==> config.mk <==
export PLATFORM = sky130hd
export DESIGN_NAME = text_stream_line_formatter_unit
export DESIGN_NICKNAME = d
export VERILOG_FILES = /design/src/hdl/tslf_pkg.sv /design/src/hdl/tslf_front.sv /design/src/hdl/tslf_queue.sv /design/src/hdl/tslf_back.sv /design/src/hdl/text_stream_line_formatter_unit.sv
export SDC_FILE = /design/constraint.sdc
export NUM_CORES = 1
export LEC_CHECK = 0
export ABC_AREA = 1
export BUFFER_PORTS_ARGS = -buffer_cell sky130_fd_sc_hd__buf_2
export CAP_MARGIN = 20
export CORE_MARGIN = 10
export CORE_UTILIZATION = 50
export DETAILED_ROUTE_END_ITERATION = 8
export PLACE_DENSITY = 0.66
export SYNTH_ARGS = -nofsm -noshare
export SYNTH_HDL_FRONTEND = slang
export SYNTH_HIERARCHICAL = 1
export SYNTH_SLANG_ARGS = --single-unit
==> constraint.sdc <==
create_clock -name clk -period 4.4 [get_ports clk]
set_clock_uncertainty 0.1 [all_clocks]
set_input_delay 0 -clock clk [delete_from_list [all_inputs] [get_ports clk]]
set_output_delay 0 -clock clk [all_outputs]
set_load 0.05 [all_outputs]
==> src/hdl/tslf_pkg.sv <==
`default_nettype none

package tslf_pkg;

    // Configuration port widths and register indexes.
    localparam int CFG_INDEX_W = 3;
    localparam int CFG_DATA_W  = 8;

    localparam logic [CFG_INDEX_W-1:0] CFG_NUMBER_MODE      = 3'd0;
    localparam logic [CFG_INDEX_W-1:0] CFG_SQUEEZE_BLANK    = 3'd1;
    localparam logic [CFG_INDEX_W-1:0] CFG_SHOW_ENDS        = 3'd2;
    localparam logic [CFG_INDEX_W-1:0] CFG_SHOW_TABS        = 3'd3;
    localparam logic [CFG_INDEX_W-1:0] CFG_SHOW_NONPRINTING = 3'd4;

    // Line numbering modes.
    localparam logic [1:0] NUM_MODE_ALL      = 2'd1;
    localparam logic [1:0] NUM_MODE_NONBLANK = 2'd2;

    // Character codes.
    localparam logic [7:0] CH_TAB    = 8'h09;
    localparam logic [7:0] CH_NL     = 8'h0A;
    localparam logic [7:0] CH_VT     = 8'h0B;
    localparam logic [7:0] CH_SPACE  = 8'h20;
    localparam logic [7:0] CH_DOLLAR = 8'h24;
    localparam logic [7:0] CH_ZERO   = 8'h30;
    localparam logic [7:0] CH_QMARK  = 8'h3F;
    localparam logic [7:0] CH_CARET  = 8'h5E;
    localparam logic [7:0] CH_UPPER_I = 8'h49;
    localparam logic [7:0] CH_DEL    = 8'h7F;
    localparam logic [7:0] CARET_OFFSET = 8'h40;

    // One or two output bytes for a single text byte.
    typedef struct packed {
        logic       two;
        logic [7:0] b0;
        logic [7:0] b1;
    } fmt_pair_t;

    // Work handed from the front to the back for one request.
    typedef struct packed {
        logic      held_en;
        fmt_pair_t held;
        logic      num_en;
        logic      tail_en;
        fmt_pair_t tail;
    } fmt_cmd_t;

    // Output segment currently being emitted by the back.
    typedef enum logic [1:0] {
        SEG_HELD,
        SEG_NUM,
        SEG_TAIL
    } seg_t;

    // Visible form of one byte under the display options.
    function automatic fmt_pair_t format_byte(
        input logic [7:0] b,
        input logic       show_ends,
        input logic       show_tabs,
        input logic       show_np
    );
        fmt_pair_t r;
        logic      ctrl;
        ctrl = (b < CH_TAB) || ((b >= CH_VT) && (b < CH_SPACE)) || (b == CH_DEL);
        r.two = 1'b0;
        r.b0  = b;
        r.b1  = b;
        priority if (show_ends && (b == CH_NL))
        begin
            r.two = 1'b1;
            r.b0  = CH_DOLLAR;
            r.b1  = CH_NL;
        end
        else if (show_tabs && (b == CH_TAB))
        begin
            r.two = 1'b1;
            r.b0  = CH_CARET;
            r.b1  = CH_UPPER_I;
        end
        else if (show_np && ctrl)
        begin
            r.two = 1'b1;
            r.b0  = CH_CARET;
            r.b1  = (b == CH_DEL) ? CH_QMARK : (b + CARET_OFFSET);
        end
        else
        begin
            r.two = 1'b0;
        end
        return r;
    endfunction

endpackage

`default_nettype wire

==> src/hdl/tslf_front.sv <==
`default_nettype none

module tslf_front
    import tslf_pkg::*;
#(
    parameter int NUMBER_DIGITS = 6
)
(
    input  wire logic                      clk,
    input  wire logic                      rst_n,
    input  wire logic                      cfg_valid,
    input  wire logic [CFG_INDEX_W-1:0]    cfg_index,
    input  wire logic [CFG_DATA_W-1:0]     cfg_data,
    input  wire logic                      in_valid,
    output logic                           in_stall,
    input  wire logic [7:0]                data_byte,
    input  wire logic                      end_of_file,
    input  wire logic                      q_full,
    output logic                           push,
    output fmt_cmd_t                       cmd,
    output logic [4*NUMBER_DIGITS-1:0]     num
);

    localparam int BW = 4 * NUMBER_DIGITS;

    logic [1:0]    number_mode_reg;
    logic          squeeze_reg;
    logic          show_ends_reg;
    logic          show_tabs_reg;
    logic          show_np_reg;

    logic [7:0]    held_byte_reg, held_byte_next;
    logic          held_valid_reg, held_valid_next;
    logic [1:0]    blank_run_reg, blank_run_next;
    logic [BW-1:0] line_num_reg, line_num_next;

    logic          accept;
    logic          want_num;
    logic          squeeze_pair;
    logic [1:0]    blank_inc;

    // Saturating BCD increment of the line counter.
    function automatic logic [BW-1:0] bcd_inc_sat(input logic [BW-1:0] v);
        logic [BW-1:0] r;
        logic [3:0]    dig;
        logic          carry;
        logic          all9;
        r     = v;
        carry = 1'b1;
        all9  = 1'b1;
        for (int k = 0; k < NUMBER_DIGITS; k++)
        begin
            dig = v[4*k +: 4];
            if (carry)
            begin
                r[4*k +: 4] = (dig >= 4'd9) ? 4'd0 : (dig + 4'd1);
            end
            carry = carry && (dig >= 4'd9);
            all9  = all9 && (dig == 4'd9);
        end
        return all9 ? v : r;
    endfunction

    // Configuration registers.
    always_ff @(posedge clk or negedge rst_n)
    begin
        if (!rst_n)
        begin
            number_mode_reg <= '0;
            squeeze_reg     <= 1'b0;
            show_ends_reg   <= 1'b0;
            show_tabs_reg   <= 1'b0;
            show_np_reg     <= 1'b0;
        end
        else if (cfg_valid)
        begin
            unique case (cfg_index)
                CFG_NUMBER_MODE:      number_mode_reg <= cfg_data[1:0];
                CFG_SQUEEZE_BLANK:    squeeze_reg     <= cfg_data[0];
                CFG_SHOW_ENDS:        show_ends_reg   <= cfg_data[0];
                CFG_SHOW_TABS:        show_tabs_reg   <= cfg_data[0];
                CFG_SHOW_NONPRINTING: show_np_reg     <= cfg_data[0];
                default:              ;
            endcase
        end
    end

    assign in_stall = q_full;
    assign accept   = in_valid && !q_full;

    // Classify the request into held, number and tail segments.
    always_comb
    begin
        want_num = (number_mode_reg == NUM_MODE_ALL) ||
                   ((number_mode_reg == NUM_MODE_NONBLANK) && (data_byte != CH_NL));
        squeeze_pair = squeeze_reg && (held_byte_reg == CH_NL) && (data_byte == CH_NL);
        blank_inc = (blank_run_reg == 2'd2) ? 2'd2 : (blank_run_reg + 2'd1);

        cmd.held    = format_byte(held_byte_reg, show_ends_reg, show_tabs_reg, show_np_reg);
        cmd.tail    = format_byte(data_byte, show_ends_reg, show_tabs_reg, show_np_reg);
        cmd.tail_en = end_of_file;
        blank_run_next = blank_run_reg;

        if (!held_valid_reg)
        begin
            cmd.held_en = 1'b0;
            cmd.num_en  = want_num;
        end
        else if (squeeze_pair)
        begin
            blank_run_next = blank_inc;
            cmd.held_en    = (blank_inc <= 2'd1);
            cmd.num_en     = (blank_inc <= 2'd1) && want_num;
        end
        else
        begin
            blank_run_next = 2'd0;
            cmd.held_en    = 1'b1;
            cmd.num_en     = (held_byte_reg == CH_NL) && want_num;
        end

        num           = line_num_reg;
        line_num_next = cmd.num_en ? bcd_inc_sat(line_num_reg) : line_num_reg;

        // End of file returns everything to file-start values.
        if (end_of_file)
        begin
            held_byte_next  = 8'h00;
            held_valid_next = 1'b0;
            blank_run_next  = 2'd1;
            line_num_next   = BW'(1);
        end
        else
        begin
            held_byte_next  = data_byte;
            held_valid_next = 1'b1;
        end

        push = accept && (cmd.held_en || cmd.num_en || cmd.tail_en);
    end

    // Lookahead and line state.
    always_ff @(posedge clk or negedge rst_n)
    begin
        if (!rst_n)
        begin
            held_byte_reg  <= 8'h00;
            held_valid_reg <= 1'b0;
            blank_run_reg  <= 2'd1;
            line_num_reg   <= BW'(1);
        end
        else if (accept)
        begin
            held_byte_reg  <= held_byte_next;
            held_valid_reg <= held_valid_next;
            blank_run_reg  <= blank_run_next;
            line_num_reg   <= line_num_next;
        end
    end

    // A request that ends a file leaves nothing held.
    assert property (@(posedge clk) disable iff (!rst_n)
        (accept && end_of_file) |=> !held_valid_reg)
        else $error("front: held byte survives end of file");

    // Blank run never goes past two.
    assert property (@(posedge clk) disable iff (!rst_n)
        blank_run_reg != 2'd3)
        else $error("front: blank run out of range");

endmodule

`default_nettype wire

==> src/hdl/tslf_queue.sv <==
`default_nettype none

module tslf_queue #(
    parameter int WIDTH = 8,
    parameter int DEPTH = 4
)
(
    input  wire logic             clk,
    input  wire logic             rst_n,
    input  wire logic             push,
    input  wire logic [WIDTH-1:0] wdata,
    input  wire logic             pop,
    output logic [WIDTH-1:0]      rdata,
    output logic                  full,
    output logic                  empty
);

    localparam int PW = (DEPTH > 1) ? $clog2(DEPTH) : 1;
    localparam int CW = $clog2(DEPTH + 1);
    localparam logic [PW-1:0] LAST_PTR = PW'(DEPTH - 1);

    logic [WIDTH-1:0] mem_reg [DEPTH];
    logic [PW-1:0]    wr_ptr_reg, rd_ptr_reg;
    logic [CW-1:0]    count_reg;

    assign full  = (count_reg == CW'(DEPTH));
    assign empty = (count_reg == '0);
    assign rdata = mem_reg[rd_ptr_reg];

    // Entry storage.
    always_ff @(posedge clk)
    begin
        if (push)
        begin
            mem_reg[wr_ptr_reg] <= wdata;
        end
    end

    // Pointers and fill count.
    always_ff @(posedge clk or negedge rst_n)
    begin
        if (!rst_n)
        begin
            wr_ptr_reg <= '0;
            rd_ptr_reg <= '0;
            count_reg  <= '0;
        end
        else
        begin
            if (push)
            begin
                wr_ptr_reg <= (wr_ptr_reg == LAST_PTR) ? '0 : (wr_ptr_reg + 1'b1);
            end
            if (pop)
            begin
                rd_ptr_reg <= (rd_ptr_reg == LAST_PTR) ? '0 : (rd_ptr_reg + 1'b1);
            end
            if (push && !pop)
            begin
                count_reg <= count_reg + 1'b1;
            end
            else if (pop && !push)
            begin
                count_reg <= count_reg - 1'b1;
            end
        end
    end

    assert property (@(posedge clk) disable iff (!rst_n) !(push && full))
        else $error("queue: write while full");

    assert property (@(posedge clk) disable iff (!rst_n) !(pop && empty))
        else $error("queue: read while empty");

endmodule

`default_nettype wire

==> src/hdl/tslf_back.sv <==
`default_nettype none

module tslf_back
    import tslf_pkg::*;
#(
    parameter int NUMBER_DIGITS = 6
)
(
    input  wire logic                       clk,
    input  wire logic                       rst_n,
    input  wire logic                       q_empty,
    input  wire fmt_cmd_t                   head,
    input  wire logic [4*NUMBER_DIGITS-1:0] head_num,
    output logic                            pop,
    output logic                            out_valid,
    input  wire logic                       out_stall,
    output logic [7:0]                      out_byte,
    output logic                            last_of_run
);

    localparam int IW = $clog2(NUMBER_DIGITS + 1);
    localparam logic [IW-1:0] TAB_IDX = IW'(NUMBER_DIGITS);
    localparam logic [IW-1:0] LSD_IDX = IW'(NUMBER_DIGITS - 1);

    seg_t          seg_reg, seg_next;
    logic [IW-1:0] idx_reg, idx_next;
    logic          seen_reg, seen_next;
    logic          fresh_reg, fresh_next;

    logic          out_valid_reg;
    logic [7:0]    out_byte_reg;
    logic          last_reg;

    seg_t          first_seg, eff_seg, follow_seg;
    logic [IW-1:0] eff_idx;
    logic          eff_seen;
    logic [3:0]    digit;
    logic [7:0]    cur_byte;
    logic          seg_last;
    logic          more;
    logic          item_last;
    logic          advance;

    assign advance = !q_empty && (!out_valid_reg || !out_stall);
    assign pop     = advance && item_last;

    // Byte selection for the current position in the head entry.
    always_comb
    begin
        first_seg = head.held_en ? SEG_HELD : (head.num_en ? SEG_NUM : SEG_TAIL);
        eff_seg   = fresh_reg ? first_seg : seg_reg;
        eff_idx   = fresh_reg ? '0 : idx_reg;
        eff_seen  = fresh_reg ? 1'b0 : seen_reg;

        digit = 4'd0;
        for (int k = 0; k < NUMBER_DIGITS; k++)
        begin
            if (eff_idx == IW'(NUMBER_DIGITS - 1 - k))
            begin
                digit = head_num[4*k +: 4];
            end
        end

        cur_byte   = head.tail.b0;
        seg_last   = 1'b1;
        more       = 1'b0;
        follow_seg = SEG_TAIL;
        unique case (eff_seg)
            SEG_HELD:
            begin
                cur_byte   = (eff_idx == '0) ? head.held.b0 : head.held.b1;
                seg_last   = !head.held.two || (eff_idx != '0);
                follow_seg = head.num_en ? SEG_NUM : SEG_TAIL;
                more       = head.num_en || head.tail_en;
            end
            SEG_NUM:
            begin
                // Leading zero digits show as spaces.
                if (eff_idx == TAB_IDX)
                begin
                    cur_byte = CH_TAB;
                end
                else if (eff_seen || (digit != 4'd0) || (eff_idx == LSD_IDX))
                begin
                    cur_byte = CH_ZERO | {4'h0, digit};
                end
                else
                begin
                    cur_byte = CH_SPACE;
                end
                seg_last   = (eff_idx == TAB_IDX);
                follow_seg = SEG_TAIL;
                more       = head.tail_en;
            end
            SEG_TAIL:
            begin
                cur_byte = (eff_idx == '0) ? head.tail.b0 : head.tail.b1;
                seg_last = !head.tail.two || (eff_idx != '0);
                more     = 1'b0;
            end
            default:
            begin
                seg_last = 1'b1;
                more     = 1'b0;
            end
        endcase
        item_last = seg_last && !more;
    end

    // Position within the head entry.
    always_comb
    begin
        seg_next   = seg_reg;
        idx_next   = idx_reg;
        seen_next  = seen_reg;
        fresh_next = fresh_reg;
        if (advance)
        begin
            priority if (item_last)
            begin
                fresh_next = 1'b1;
                seg_next   = SEG_HELD;
                idx_next   = '0;
                seen_next  = 1'b0;
            end
            else if (seg_last)
            begin
                fresh_next = 1'b0;
                seg_next   = follow_seg;
                idx_next   = '0;
                seen_next  = 1'b0;
            end
            else
            begin
                fresh_next = 1'b0;
                seg_next   = eff_seg;
                idx_next   = eff_idx + 1'b1;
                seen_next  = eff_seen || (digit != 4'd0);
            end
        end
    end

    always_ff @(posedge clk or negedge rst_n)
    begin
        if (!rst_n)
        begin
            seg_reg   <= SEG_HELD;
            idx_reg   <= '0;
            seen_reg  <= 1'b0;
            fresh_reg <= 1'b1;
        end
        else
        begin
            seg_reg   <= seg_next;
            idx_reg   <= idx_next;
            seen_reg  <= seen_next;
            fresh_reg <= fresh_next;
        end
    end

    // Output register.
    always_ff @(posedge clk or negedge rst_n)
    begin
        if (!rst_n)
        begin
            out_valid_reg <= 1'b0;
        end
        else if (!out_valid_reg || !out_stall)
        begin
            out_valid_reg <= !q_empty;
        end
    end

    always_ff @(posedge clk)
    begin
        if (advance)
        begin
            out_byte_reg <= cur_byte;
            last_reg     <= item_last;
        end
    end

    assign out_valid   = out_valid_reg;
    assign out_byte    = out_byte_reg;
    assign last_of_run = last_reg;

    // Retiring an entry puts its final byte, flagged, in the output register.
    assert property (@(posedge clk) disable iff (!rst_n)
        pop |=> (out_valid_reg && last_reg))
        else $error("back: entry retired without a flagged final byte");

endmodule

`default_nettype wire

==> src/hdl/text_stream_line_formatter_unit.sv <==
`default_nettype none

// Channel  | Handshake             | Payload
// ---------+-----------------------+---------------------------------
// input    | in_valid / in_stall   | data_byte[7:0], end_of_file
// output   | out_valid / out_stall | out_byte[7:0], last_of_run
// config   | cfg_valid / cfg_ready | cfg_index[2:0], cfg_data[7:0]
//
// A request is taken whenever the command queue has room; the back drains
// each queued request at one output byte per cycle while out_stall is low.
// A queued request yields 1 to NUMBER_DIGITS+5 output bytes; its first
// result passes through the command queue and then the output register.
// Reset clears the lookahead and options and sets blank run and line counter to one.
// in_stall is high while the queue is full; out_stall freezes the output
// register and, through the queue, the front.

module text_stream_line_formatter_unit
    import tslf_pkg::*;
#(
    parameter int NUMBER_DIGITS = 6,
    parameter int QUEUE_DEPTH   = 4
)
(
    input  wire logic                   clk,
    input  wire logic                   rst_n,
    input  wire logic                   cfg_valid,
    output logic                        cfg_ready,
    input  wire logic [CFG_INDEX_W-1:0] cfg_index,
    input  wire logic [CFG_DATA_W-1:0]  cfg_data,
    input  wire logic                   in_valid,
    output logic                        in_stall,
    input  wire logic [7:0]             data_byte,
    input  wire logic                   end_of_file,
    output logic                        out_valid,
    input  wire logic                   out_stall,
    output logic [7:0]                  out_byte,
    output logic                        last_of_run
);

    localparam int BW = 4 * NUMBER_DIGITS;
    localparam int QW = $bits(fmt_cmd_t) + BW;

    fmt_cmd_t      front_cmd, head_cmd;
    logic [BW-1:0] front_num, head_num;
    logic [QW-1:0] q_rdata;
    logic          q_push, q_pop, q_full, q_empty;

    assign cfg_ready = 1'b1;

    tslf_front #(
        .NUMBER_DIGITS (NUMBER_DIGITS)
    ) u_front (
        .clk         (clk),
        .rst_n       (rst_n),
        .cfg_valid   (cfg_valid),
        .cfg_index   (cfg_index),
        .cfg_data    (cfg_data),
        .in_valid    (in_valid),
        .in_stall    (in_stall),
        .data_byte   (data_byte),
        .end_of_file (end_of_file),
        .q_full      (q_full),
        .push        (q_push),
        .cmd         (front_cmd),
        .num         (front_num)
    );

    tslf_queue #(
        .WIDTH (QW),
        .DEPTH (QUEUE_DEPTH)
    ) u_queue (
        .clk   (clk),
        .rst_n (rst_n),
        .push  (q_push),
        .wdata ({front_cmd, front_num}),
        .pop   (q_pop),
        .rdata (q_rdata),
        .full  (q_full),
        .empty (q_empty)
    );

    assign head_cmd = q_rdata[QW-1:BW];
    assign head_num = q_rdata[BW-1:0];

    tslf_back #(
        .NUMBER_DIGITS (NUMBER_DIGITS)
    ) u_back (
        .clk         (clk),
        .rst_n       (rst_n),
        .q_empty     (q_empty),
        .head        (head_cmd),
        .head_num    (head_num),
        .pop         (q_pop),
        .out_valid   (out_valid),
        .out_stall   (out_stall),
        .out_byte    (out_byte),
        .last_of_run (last_of_run)
    );

endmodule

`default_nettype wire
* After elaboration in Yosys (flattened, before gate mapping)
Memory sizes are Yosys's and may differ from the RTL's.
Index checks and enable logic that the tools add are counted.
** Word-level totals
- Register bits after elaboration :: 65
- RAM bits :: 244
- Input bits :: 25
- Output and inout port bits :: 12
- Logic and storage cells :: 227
- Memories :: 1
** Cells by class
- Add/subtract/negate cells :: 14
- $lt $le $gt $ge :: 13
- Equality and inequality tests :: 32
- Mux-type cells :: 66
- Reduce and logical (&&, ||, !) cells :: 77
** Memory list
- u_queue.mem_reg :: words 4, bits a word 61, rd ports 1, clocked after Yosys merged registers in 0, write ports 1, line tslf_queue.sv:22 : logic [WIDTH-1:0] mem_reg [DEPTH];
** Operators by type and width (count)
- $mux 24 :: 3
- $mux 17 :: 4
- $mux 4 :: 17
- $mux 8 :: 6
- $eq 8x4->1 const B :: 4
- $mux 16 :: 2
- $logic_and 1x1->1 :: 29
- $add 4x1->4 const B :: 6
- $eq 4x4->1 const B :: 6
- $ge 4x4->1 const B :: 6
- $mux 2 :: 12
- $pmux 8 s3 :: 1
- $reduce_and 4->1 :: 5
- $add 8x7->8 const B :: 2
- $eq 8x7->1 const B :: 2
- $ge 8x4->1 const B :: 2
- $lt 8x4->1 const B :: 2
- $lt 8x6->1 const B :: 2
- $reduce_bool 2->1 :: 8
- $eq 3x3->1 const B :: 5
- $mux 3 :: 5
- $logic_or 1x1->1 :: 13
- $mux 1 :: 13
- $eq 3x2->1 const B :: 4
- 19 further kinds :: 43

* Logic depth before layout (Yosys ltp)
Gate-level depths: netlist (run 1).
- Depth after elaboration :: 14
- Gate-level depth with buffers :: 26

* Hierarchy
The synthesis (run 1) kept the hierarchy.
** By module, submodules not included
- tslf_queue :: instances 1, cells an instance 763, area each 10436.3 sq um, sequential area each 7502.2 sq um
- tslf_front :: instances 1, cells an instance 414, area each 3060.4 sq um, sequential area each 1028.5 sq um
- tslf_back :: instances 1, cells an instance 234, area each 1493.9 sq um, sequential area each 471.7 sq um
- text_stream_line_formatter_unit :: instances 1, cells an instance 2, area each 11.3 sq um, sequential area each 0.0 sq um

* Worst setup path after synthesis (run 1)
OpenSTA, ideal clock, no wires.
- Path type :: register -> register
- Start point :: register u_front.held_byte_reg[6]
- End point :: memory u_queue/mem_reg[3][0] in the netlist's numbering, enable pin
- Setup time :: 415 ps
- Arrival :: 2787 ps
- Required time :: 3885 ps
- Slack :: 1097 ps
- Cell stages (with the launch flop) :: 14
- Buffers on the path :: 0
- Cells stage by stage :: dfrtp_1 > inv_1 > ha_1 > nand2_1 > nor2_2 > nand2_2 > o21bai_4 > nand2_2 > nand2_4 > nand2_8 > o21ai_1 > inv_1 > nand2_1 > inv_1
** On the way
- Longest elaborated chain between the ends :: 10
- Elaborated cells on any way between the ends :: 13
- Those cells by class :: 1 x eq/ne; 6 x mux; 6 x reduce/logical
** RTL lines
- start: declaration :: line tslf_front.sv:32 : logic [7:0] held_byte_reg, held_byte_next;
- start signal: assignment :: line tslf_front.sv:154 : held_byte_reg <= held_byte_next;
- $eq 8x4->1 (*) :: line tslf_front.sv:96, tslf_front.sv:119
- $logic_and 1x1->1 (2 in series) :: line tslf_front.sv:96 : squeeze_pair = squeeze_reg && (held_byte_reg == CH_NL) && (data_byte == CH_NL);
- $mux 1 :: line tslf_front.sv:109 : else if (squeeze_pair)
- $mux 1 :: line tslf_front.sv:104 : if (!held_valid_reg)
- $logic_or 1x1->1 (*) (2 in series) :: line tslf_front.sv:139 : push = accept && (cmd.held_en || cmd.num_en || cmd.tail_en);
- $logic_and 1x1->1 (*) :: line tslf_front.sv:139
- net q_push :: line text_stream_line_formatter_unit.sv:46 : logic q_push, q_pop, q_full, q_empty;
- $mux 1 (*) :: line tslf_queue.sv:33 : if (push)
- $mux 1 (not written as such) (*) :: line tslf_queue.sv:35 : mem_reg[wr_ptr_reg] <= wdata;
- end: declaration :: line tslf_queue.sv:22
Mark *: on every way through the listed nets, which the timed path passes. The rest lies on a longest branch.

* Worst setup path in the final report (run 1)
- Start point :: register u_queue.rd_ptr_reg[1]
- End point :: register u_queue.count_reg[1]
** On the way
- Longest elaborated chain between the ends :: 12
- Elaborated cells on any way between the ends :: 22
- Those cells by class :: 2 x eq/ne; 6 x mux; 13 x reduce/logical; 1 x memory
** RTL lines
- start: declaration :: line tslf_queue.sv:23 : logic [PW-1:0] wr_ptr_reg, rd_ptr_reg;
- start signal: assignment :: line tslf_queue.sv:56 : rd_ptr_reg <= (rd_ptr_reg == LAST_PTR) ? '0 : (rd_ptr_reg + 1'b1);
- $mem_v2 4x61 (*)
- net q_rdata[42] :: line text_stream_line_formatter_unit.sv:45 : logic [QW-1:0] q_rdata;
- $mux 2 (2 in series) :: line tslf_back.sv:50 : first_seg = head.held_en ? SEG_HELD : (head.num_en ? SEG_NUM : SEG_TAIL);
- $mux 2 :: line tslf_back.sv:51 : eff_seg = fresh_reg ? first_seg : seg_reg;
- $eq 2x1->1 / $logic_not 2->1 (equally long branches) :: line tslf_back.sv:68 : unique case (eff_seg)
- $pmux 1 s2 :: line tslf_back.sv:68
- $logic_not 1->1 :: line tslf_back.sv:107 : item_last = seg_last && !more;
- $logic_and 1x1->1 (*) :: line tslf_back.sv:107
- $logic_and 1x1->1 (*) :: line tslf_back.sv:45 : assign pop = advance && item_last;
- net q_pop :: line text_stream_line_formatter_unit.sv:46
- $logic_not 1->1 :: line tslf_queue.sv:58 : if (push && !pop)
- $logic_and 1x1->1 :: line tslf_queue.sv:58
- $mux 3 / $reduce_bool 2->1 (equally long branches)
- end signal: assignment :: line tslf_queue.sv:60 : count_reg <= count_reg + 1'b1;
- end signal: assignment :: line tslf_queue.sv:64 : count_reg <= count_reg - 1'b1;
- end: declaration :: line tslf_queue.sv:24 : logic [CW-1:0] count_reg;
Marks and branches as above.
A chain may end at the register's enable or synchronous reset.

==> impl_metrics.csv, run 1 <==
group,metric,value,unit
clocking,clkLatencyLatePin,510,ps
logic_synthesis,seq_area_frac_synth,0.600,
routing,drt-vias-per-instance,5.24,
timing,tightest_slew,823,ps
global_routing,grt_pass1_wl,50900,µm
clocking,cts_max_level,2,
floorplanning,die_area,0.0373,mm²
power_and_ir_drop,pwr-share-comb,0.364,
timing,slew-limit-headroom,0.452,
timing,rsz0062_at_grt,"no",
hold_path,hold_class,"input port to async pin",
power_and_ir_drop,clkPwrFrac,0.237,
logic_synthesis,ys_warn_count,6,
routing,avgRoutedWirePerCell,16.9,µm
global_routing,grt.total_usage,0.166,
global_routing,grt.busiest_layer,"met2",
floorplanning,die_w,193,µm
setup_path,crit_type,"flop to flop",
timing,fmax,273,MHz
cells_and_area,multiInputGateArea,0.00469,mm²
global_routing,use_met1,0.206,
logic_synthesis,yosysUniqueCellTypes,53,
power_and_ir_drop,p_leak,7.13,nW
logic_synthesis,synth_cells,1413,
routing,num_vias,9795,
routing,ant_nets,0,
power_and_ir_drop,p_switching,4.32,mW
run_status,status,"complete, no violations",
routing,dr.pass1.iters,5,
global_routing,gr-usage-met3,0.0303,
placement,port_buffers,29,
clocking,tritoncts,"yes",
timing,tns,0,ps
global_routing,grt_pass1_vias,9656,
timing,report.final.hold_viol_count,0,
clocking,clk_path_buf_depth,3,
global_routing,grt_max_degree,74,
routing,wirelength,31500,µm
power_and_ir_drop,peakVddDrop,0.000336,V
placement,dp.cells,1784,
setup_path,cp_data_required_time,4690,ps
cells_and_area,regArea,0.00901,mm²
clocking,cts-root-buf,"clkbuf_16",
timing,fin_crit,3660,ps
logic_synthesis,synth-main-ff-cell,"edfxtp_1",
logic_synthesis,synthTopCellsByArea,"edfxtp_1 (51%), nand2_1 (9.6%), dfrtp_1 (8.8%)",
cells_and_area,largest_reg_flops,244,
power_and_ir_drop,swShare,0.387,
logic_synthesis,synthMostInstantiatedCell,"nand2_1",
timing,setup_viol,0,
logic_synthesis,synth_common_cells,"nand2_1 (385), edfxtp_1 (253), inv_1 (222), o211ai_2 (70)",
floorplanning,dieHeight,193,µm
power_and_ir_drop,intPower,6.83,mW
floorplanning,num_rows,63,
routing,drc,0,
clocking,cts_sinks,309,
logic_synthesis,post-synth-top-area-cell,"edfxtp_1",
clocking,cts_setup_buffers,0,
setup_path,worstPathArrival,3940,ps
placement,dp_hpwl,19600,µm
timing,finalCritPeriodShare,0.831,
setup_path,path_max_fanout,23,
logic_synthesis,synth-seq-cells,309,
setup_path,critPathCaptureType,"flop",
cells_and_area,layout.nets,1515,
clocking,cts-buffers-inserted,34,
logic_synthesis,synth_fp_nets,1473,
placement,gp_congestion,0.886,
clocking,cts_hold_buf,25,
cells_and_area,areaGrowthSynthToFinish,11.3,%
logic_synthesis,synth-edff-count,253,
timing,slew_violations,0,
logic_synthesis,syn_avg_cell_area,10.6,µm²
setup_path,start_kind,"flop",
logic_synthesis,synth_top_area_frac,0.506,
floorplanning,num_io_pins,37,
routing,dr.first_iter.drc_count,668,
power_and_ir_drop,seqPwrFrac,0.399,
cells_and_area,fillers,2492,
logic_synthesis,netlist_area,0.0150,mm²
logic_synthesis,synthArstFlopShare,0.181,
cells_and_area,drive_gt1_frac,0.146,
cells_and_area,diodes,0,
global_routing,use_met2,0.289,
global_routing,grt_overflow_total,0,
power_and_ir_drop,powerDensity,668,mW/mm²
clocking,cts_resized,0,
floorplanning,start_util,0.506,
flow_run,maxCapViolCount,0,
global_routing,grt_antenna_before_repair,0,
floorplanning,coreArea,0.0296,mm²
cells_and_area,stdcell_count,1868,
clocking,clkSlewWorstSetupHoldPaths,60,ps
==> final timing paths <==
check	start	end	slack, ps	cells after the start
min in group clk	out_stall	u_back/out_valid	150	4
max in group asynchronous	rst_n	u_queue/rd_ptr_reg[1]	3480	3
setup reg to reg	u_queue/rd_ptr_reg[1]	u_queue/count_reg[1]	740	19
setup / recovery	u_queue/rd_ptr_reg[1]	u_queue/count_reg[1]	740	19
hold reg to reg	u_queue/count_reg[2]	u_queue/count_reg[2]	400	2
hold / removal	rst_n	u_front/num[21]	120	3
==> critical path, stage by stage (launching register included) <==
cell and delay, ps:
dfrtp_4 660, inv_2 150, o211ai_1 100, nand2_1 170
inv_1 50, o21ai_0 220, o21ai_2 180, nand2_1 200
nand2_1 70, nand2_1 100, nand2_1 70, a21oi_1 160
nand2_1 130, nor2_2 270, inv_1 80, ha_1 200
inv_1 80, fa_1 410, nand2_1 80, nand2_1 40
==> cells by family after synthesis <==
group,Yosys count,share of synthesized area
buffers and inverters,300,0.0871
AOI/OAI and AO/OA,210,0.121
other,1,0.000250
and+or+nand+nor,544,0.153
xor gates and xnor gates,12,0.00701
adders and majority gates,35,0.0297
DFF,309,0.600
muxes,2,0.00225
==> per-stage QoR <==
step	total power, mW	hold slack, ps	utilization	worst slack, ps	area, µm²
CTS	11.2	124	0.563	763	16700
detailed placement	8.54	120	0.520	804	15400
global placement	8.43	113	0.520	903	15400
floorplan	7.50	-396	-	1100	15000
global route	11.9	171	0.563	458	16700
finish	11.1	119	0.563	743	16700
==> cells in the final DEF, fill, tap and decap left out, drive strengths merged, types with 24 or more instances in the layout <==
| cell type | synthesis | routed |
|---|---|---|
| ha | 34 | 34 |
| dlygate4sd3 | 0 | 25 |
| nand2 | 397 | 397 |
| edfxtp | 253 | 253 |
| buf | 46 | 46 |
| nand4 | 32 | 32 |
| dfrtp | 53 | 53 |
| inv | 234 | 235 |
| clkbuf | 19 | 46 |
| o21ai | 36 | 36 |
| nand3 | 40 | 40 |
| o211ai | 124 | 124 |
| a21oi | 24 | 24 |
| nor2 | 61 | 61 |
==> cell type report <==
class	count	area share
multi-input cells	804	0.281
repair buffers	71	0.0343
clock inverters	13	0.00682
inverters	235	0.0541
well taps	390	0.0292
flip-flops and latches	309	0.539
clock buffers	46	0.0549
==> power by group through the flow <==
| stage | sequential [mW] | combinational, mW | clock (mW) |
|---|---|---|---|
| after floorplan | 4.52 | 2.98 | 0 |
| after global placement | 4.48 | 3.95 | 0 |
| after detailed placement | 4.51 | 4.03 | 0 |
| after CTS | 4.45 | 4.07 | 2.69 |
| after global routing | 4.53 | 4.55 | 2.82 |
| final | 4.45 | 4.06 | 2.64 |
==> routing by layer <==
layer,share of wire,vias to the layer above
met3,0.048,52
met1,0.43,4704
met4,0.020,0
li1,-,4830
met2,0.50,209
met5,0,-
No activity file was read; power rests on OpenSTA's default activity.
==> run 2, diff against run 1 <==
==> constraint.sdc (replaced) <==
create_clock -name clk -period 3.62 [get_ports clk]
set_clock_uncertainty 0.1 [all_clocks]
set_input_delay 0 -clock clk [delete_from_list [all_inputs] [get_ports clk]]
set_output_delay 0 -clock clk [all_outputs]
set_load 0.05 [all_outputs]
==> run 2 against run 1 <==
- combinational power rose by 25%
- highest routed layer unchanged
- largest cell class unchanged
- non-clock buffer count up 2
- core utilization grew 0.43 points
- critical endpoint unchanged
- fmax is 13% higher
==> impl_metrics.csv, run 2 (synthesis results as in run 1) <==
group,metric,value,unit
power_and_ir_drop,peakVddDrop,0.000589,V
flow_run,maxCapViolCount,0,
clocking,tritoncts,"yes",
setup_path,crit_type,"flop to flop",
floorplanning,num_io_pins,37,
routing,ant_nets,0,
timing,finalCritPeriodShare,0.892,
global_routing,grt.total_usage,0.171,
routing,drc,0,
timing,report.final.hold_viol_count,0,
routing,drt-vias-per-instance,5.34,
cells_and_area,most-common-layout-cells,"nand2_1 (384), edfxtp_1 (253), inv_1 (218)",
cells_and_area,drive_gt1_frac,0.152,
timing,hold_ws,72.8,ps
global_routing,grt_pass1_vias,9707,
floorplanning,num_rows,63,
setup_path,path_max_fanout,6,
cells_and_area,fillers,2516,
hold_path,hold_class,"input port to async pin",
placement,dpl_worst_slack,287,ps
clocking,cts-buffers-inserted,34,
timing,tns,0,ps
timing,setup_slack,391,ps
placement,dp.cells,1787,
cells_and_area,areaGrowthSynthToFinish,12.1,%
placement,dpl_cell_area,0.0155,mm²
floorplanning,dieHeight,193,µm
clocking,clkSlewWorstSetupHoldPaths,60,ps
clocking,clk_path_buf_depth,3,
routing,dr.first_iter.drc_count,717,
timing,fmax,310,MHz
setup_path,cp_data_required_time,3910,ps
setup_path,critPathCaptureType,"flop",
setup_path,start_kind,"flop",
routing,wirelength,32800,µm
floorplanning,coreArea,0.0296,mm²
timing,setup_viol,0,
floorplanning,die_area,0.0373,mm²
global_routing,grt_antenna_before_repair,0,
power_and_ir_drop,powerDensity,826,mW/mm²
routing,avgRoutedWirePerCell,17.5,µm
run_status,status,"complete, no violations",
floorplanning,start_util,0.506,
clocking,cts_max_level,2,
routing,num_vias,9995,
global_routing,grt_max_degree,86,
floorplanning,die_w,193,µm
power_and_ir_drop,total_power,13.9,mW
timing,slew-limit-headroom,0.376,
clocking,cts-root-buf,"clkbuf_16",
timing,fin_crit,3230,ps
placement,port_buffers,29,
cells_and_area,stdcell_area,0.0168,mm²
cells_and_area,layout.nets,1517,
cells_and_area,diodes,0,
global_routing,grt_pass1_wl,52000,µm
cells_and_area,fin_util,0.568,
placement,dp_hpwl,20600,µm
cells_and_area,largest_reg_flops,244,
cells_and_area,stdcell_count,1871,
clocking,clkLatencyLatePin,510,ps
cells_and_area,mostFrequentLayoutCell,"nand2_1",
timing,tightest_slew,935,ps
setup_path,worstPathArrival,3520,ps
clocking,cts_sinks,309,
placement,gp_congestion,0.911,
power_and_ir_drop,p_leak,7.18,nW
routing,dr.pass1.iters,6,
global_routing,grt_overflow_total,0,
timing,slew_violations,0,
timing,rsz0062_at_grt,"no",
## run 2: changes by cell type in the layout (fill, tap and decap cells not counted), sizes merged
cell,delta
buf,+3
bufinv,+1
dlygate4sd3,-1
## run 2: critical path, stage by stage, from the launching register on
cell      delay (ps)
dfrtp_4          520
inv_2             90
o211ai_1          90
nand2_1          160
inv_1             50
o21ai_0          190
o21ai_2          140
nand2_2          150
nand2_1           70
nand2_1           80
nand2_1           70
a21oi_1          180
nand2_1          150
nor2_4           190
inv_1             70
ha_1             200
inv_1             90
fa_1             410
nand2_1           70
nand2_1           40
## run 2: path summary, 6_finish.rpt
check                      cells after the start  slack (ps)                  start               endpoint
max reg2reg                                   19         390  u_queue/rd_ptr_reg[1]   u_queue/count_reg[1]
max in group asynchronous                      3        2460                  rst_n         u_front/num[0]
min                                            2          70                  rst_n  u_queue/wr_ptr_reg[1]
max                                           19         390  u_queue/rd_ptr_reg[1]   u_queue/count_reg[1]
min reg2reg                                    2         400        u_back/seen_reg        u_back/seen_reg
min in group clk                               4         170              out_stall       u_back/out_valid
## run 2: repair_timing
action	CTS	global route
setup endpoints to repair	0	2
hold buffers	24	0
setup buffers	0	0
hold endpoints to repair	115	0
resized for setup	0	3
## run 2: final cells by class
type | count | area [µm²] | share of cell area
sequential | 309 | 9010 | 0.535
multi-input combinational | 804 | 4700 | 0.279
clock buffer | 46 | 970 | 0.0576
inverter | 235 | 903 | 0.0537
timing repair buffer | 73 | 611 | 0.0363
tap | 390 | 488 | 0.0290
clock inverter | 14 | 144 | 0.00855
## run 2: where the power goes
group	internal, mW	total (mW)	switching [mW]
clock	2.09	3.44	1.35
sequential	4.89	5.38	0.494
combinational	1.53	5.07	3.54
total	8.51	13.9	5.38
## run 2: layer usage
layer	part of all wire	global-route usage	up-vias
met4	0.028	0.0561	0
li1	-	-	4843
met2	0.49	0.299	234
met5	0	0	-
met3	0.048	0.0320	64
met1	0.43	0.208	4854
==> run 3, diff against run 2 <==
--- a/config.mk
+++ b/config.mk
@@ -12,6 +12,7 @@
 export CORE_UTILIZATION = 50
 export DETAILED_ROUTE_END_ITERATION = 8
 export PLACE_DENSITY = 0.66
+export RECOVER_POWER = 25
 export SYNTH_ARGS = -nofsm -noshare
 export SYNTH_HDL_FRONTEND = slang
 export SYNTH_HIERARCHICAL = 1
==> run 3 against run 2 <==
- the run now ends with capacitance limit, slew limit left
- first-iteration DRC count fell by 0.28%
- routed wire length barely moved
- largest power group unchanged
- fmax fell by 0.45%
- sequential share of layout area barely moved
- global-route usage did not move
- critical path type unchanged
- clock-buffer cell count did not move
- flip-flop and latch count did not move
==> impl_metrics.csv, run 3 (synthesis results as in run 1) <==
group,metric,value,unit
hold_path,hold_class,"input port to flop",
setup_path,r2r_slack,380,ps
floorplanning,coreArea,0.0296,mm²
floorplanning,dieHeight,193,µm
routing,met2_length,16300,µm
power_and_ir_drop,p_leak,7.16,nW
setup_path,cp_cell_sequence,"inv_2 -> o211ai_1 -> nand2_1 -> inv_1 -> o21ai_0 -> o21ai_2 -> nand2_2 -> nand2_1 -> nand2_1 -> nand2_1 -> a21oi_1 -> nand2_1 -> nor2_4 -> inv_1 -> ha_1 -> inv_1 -> fa_1 -> nand2_1 -> nand2_1",
timing,rsz0062_at_grt,"no",
power_and_ir_drop,peakVddDrop,0.000589,V
setup_path,worstPathArrival,3540,ps
cells_and_area,areaGrowthSynthToFinish,12.1,%
global_routing,grt_pass1_wl,52000,µm
setup_path,cp_data_required_time,3910,ps
routing,wirelength,32800,µm
timing,fmax,308,MHz
global_routing,grt_overflow_total,0,
setup_path,critPathCaptureType,"flop",
cells_and_area,diodes,0,
setup_path,path_delay_family,"simple AND/OR/NAND/NOR gates",
clocking,cts-buffers-inserted,34,
routing,dr.first_iter.drc_count,715,
placement,dp.cells,1787,
cells_and_area,drive_gt1_frac,0.146,
setup_path,critPathMaxStageDelay,520,ps
cells_and_area,layout.nets,1517,
run_status,status,"finished with violations",
floorplanning,start_util,0.506,
routing,drt-vias-per-instance,5.34,
routing,num_vias,9997,
timing,setup_viol,0,
cells_and_area,most-common-layout-cells,"nand2_1 (384), edfxtp_1 (253), inv_1 (218)",
setup_path,reg2reg_depth,19,
floorplanning,num_rows,63,
routing,avgRoutedWirePerCell,17.5,µm
hold_path,hold_path_end,"u_back/out_valid",
setup_path,worst-path-buf-inv,4,
floorplanning,die_area,0.0373,mm²
cells_and_area,largest_reg_flops,244,
clocking,cts_max_level,2,
global_routing,grt_antenna_before_repair,0,
setup_path,crit_top_cell,"nand2_1",
clocking,cts_setup_buffers,0,
cells_and_area,mostFrequentLayoutCell,"nand2_1",
hold_path,hp-start,"out_stall",
clocking,tritoncts,"yes",
placement,dp_hpwl,20600,µm
routing,dr.pass1.iters,6,
flow_run,maxCapViolCount,1,
clocking,clk_path_buf_depth,3,
routing,wl_met1,14000,µm
setup_path,start_kind,"flop",
placement,gp_congestion,0.911,
timing,finalCritPeriodShare,0.896,
routing,top_layer,"met4",
routing,wl_met3,1570,µm
timing,tns,0,ps
routing,ant_nets,0,
timing,report.final.hold_viol_count,0,
floorplanning,num_io_pins,37,
run_status,violations,"capacitance limit, slew limit",
cells_and_area,stdcell_count,1871,
timing,slew-limit-headroom,-0.440,
routing,drc,0,
global_routing,grt_pass1_vias,9707,
clocking,cts-root-buf,"clkbuf_16",
timing,slew_violations,34,
hold_path,holdPathStages,4,
setup_path,crit_type,"flop to flop",
clocking,cts_sinks,309,
floorplanning,die_w,193,µm
timing,fin_crit,3240,ps
timing,tightest_slew,2160,ps
global_routing,grt_max_degree,86,
placement,port_buffers,29,
power_and_ir_drop,powerDensity,826,mW/mm²
setup_path,path_max_fanout,6,
clocking,clkLatencyLatePin,510,ps
setup_path,timing.rr.end,"u_queue/count_reg[1]",
setup_path,r2r_start,"u_queue/rd_ptr_reg[1]",
global_routing,grt.total_usage,0.171,
clocking,clkSlewWorstSetupHoldPaths,60,ps
setup_path,slowest_stage,"dfrtp_4",
-- run 3: cell types whose count changed in the layout (fill, tap and decap cells not counted) --
| cell | delta |
|---|---|
| dfstp_2 | -1 |
| buf_2 | -8 |
| clkbuf_1 | +8 |
| dfstp_1 | +1 |
-- run 3: final cells by class --
class | instances | area, µm²
fill | 2524 | 12800
sequential | 309 | 9010
multi-input combinational | 804 | 4700
clock buffer | 46 | 970
inverter | 235 | 903
timing repair buffer | 73 | 601
tap | 390 | 488
clock inverter | 14 | 144
-- run 3: repair_timing --
item	4_1_cts	5_1_grt
setup endpoints to repair	0	2
hold buffers	24	0
gates resized for setup	0	3
endpoints found under the hold margin	115	0
-- run 3: through the flow --
stage	instance area, µm²	worst slack, ps	util	power (mW)	hold WS, ps
floorplan	15000	317	-	9.12	-396
global placement	15500	372	0.522	10.3	84.1
detailed placement	15500	287	0.522	10.4	84.5
global route	16800	18.5	0.567	14.8	187
finish	16800	376	0.567	13.9	169
CTS	16800	253	0.567	13.9	89.7
-- run 3: worst min-delay path, stage by stage --
cell and delay (ps):
dlygate4sd3_1 520, buf_2 110, nand2_1 40, nand2_1 60
-- run 3: how the worst max path moves through the flow --
stage | startpoint | slack (ps) | depth (start not counted) | end
final | u_queue/rd_ptr_reg[1] | 380 | 19 | u_queue/count_reg[1]
after global placement | u_queue/rd_ptr_reg[0] | 370 | 20 | u_queue/count_reg[1]
after detailed placement | u_queue/rd_ptr_reg[0] | 290 | 20 | u_queue/count_reg[1]
after global routing | u_queue/rd_ptr_reg[1] | 20 | 22 | u_queue/count_reg[2]
after floorplan | u_front/held_byte_reg[6] | 320 | 13 | u_queue/mem_reg[3][0]
after CTS | u_queue/rd_ptr_reg[0] | 250 | 20 | u_queue/count_reg[1]
-- run 3: per-layer routing --
layer,up-vias,GRT usage
li1,4838,-
met1,4866,0.208
met2,234,0.299
met3,59,0.0320
met4,0,0.0561
met5,-,0
-- run 3: where the power goes --
| part | internal (mW) | switching (mW) | total [mW] |
|---|---|---|---|
| Sequential | 4.89 | 0.494 | 5.38 |
| Clock | 2.09 | 1.35 | 3.44 |
| Combinational | 1.53 | 3.54 | 5.07 |
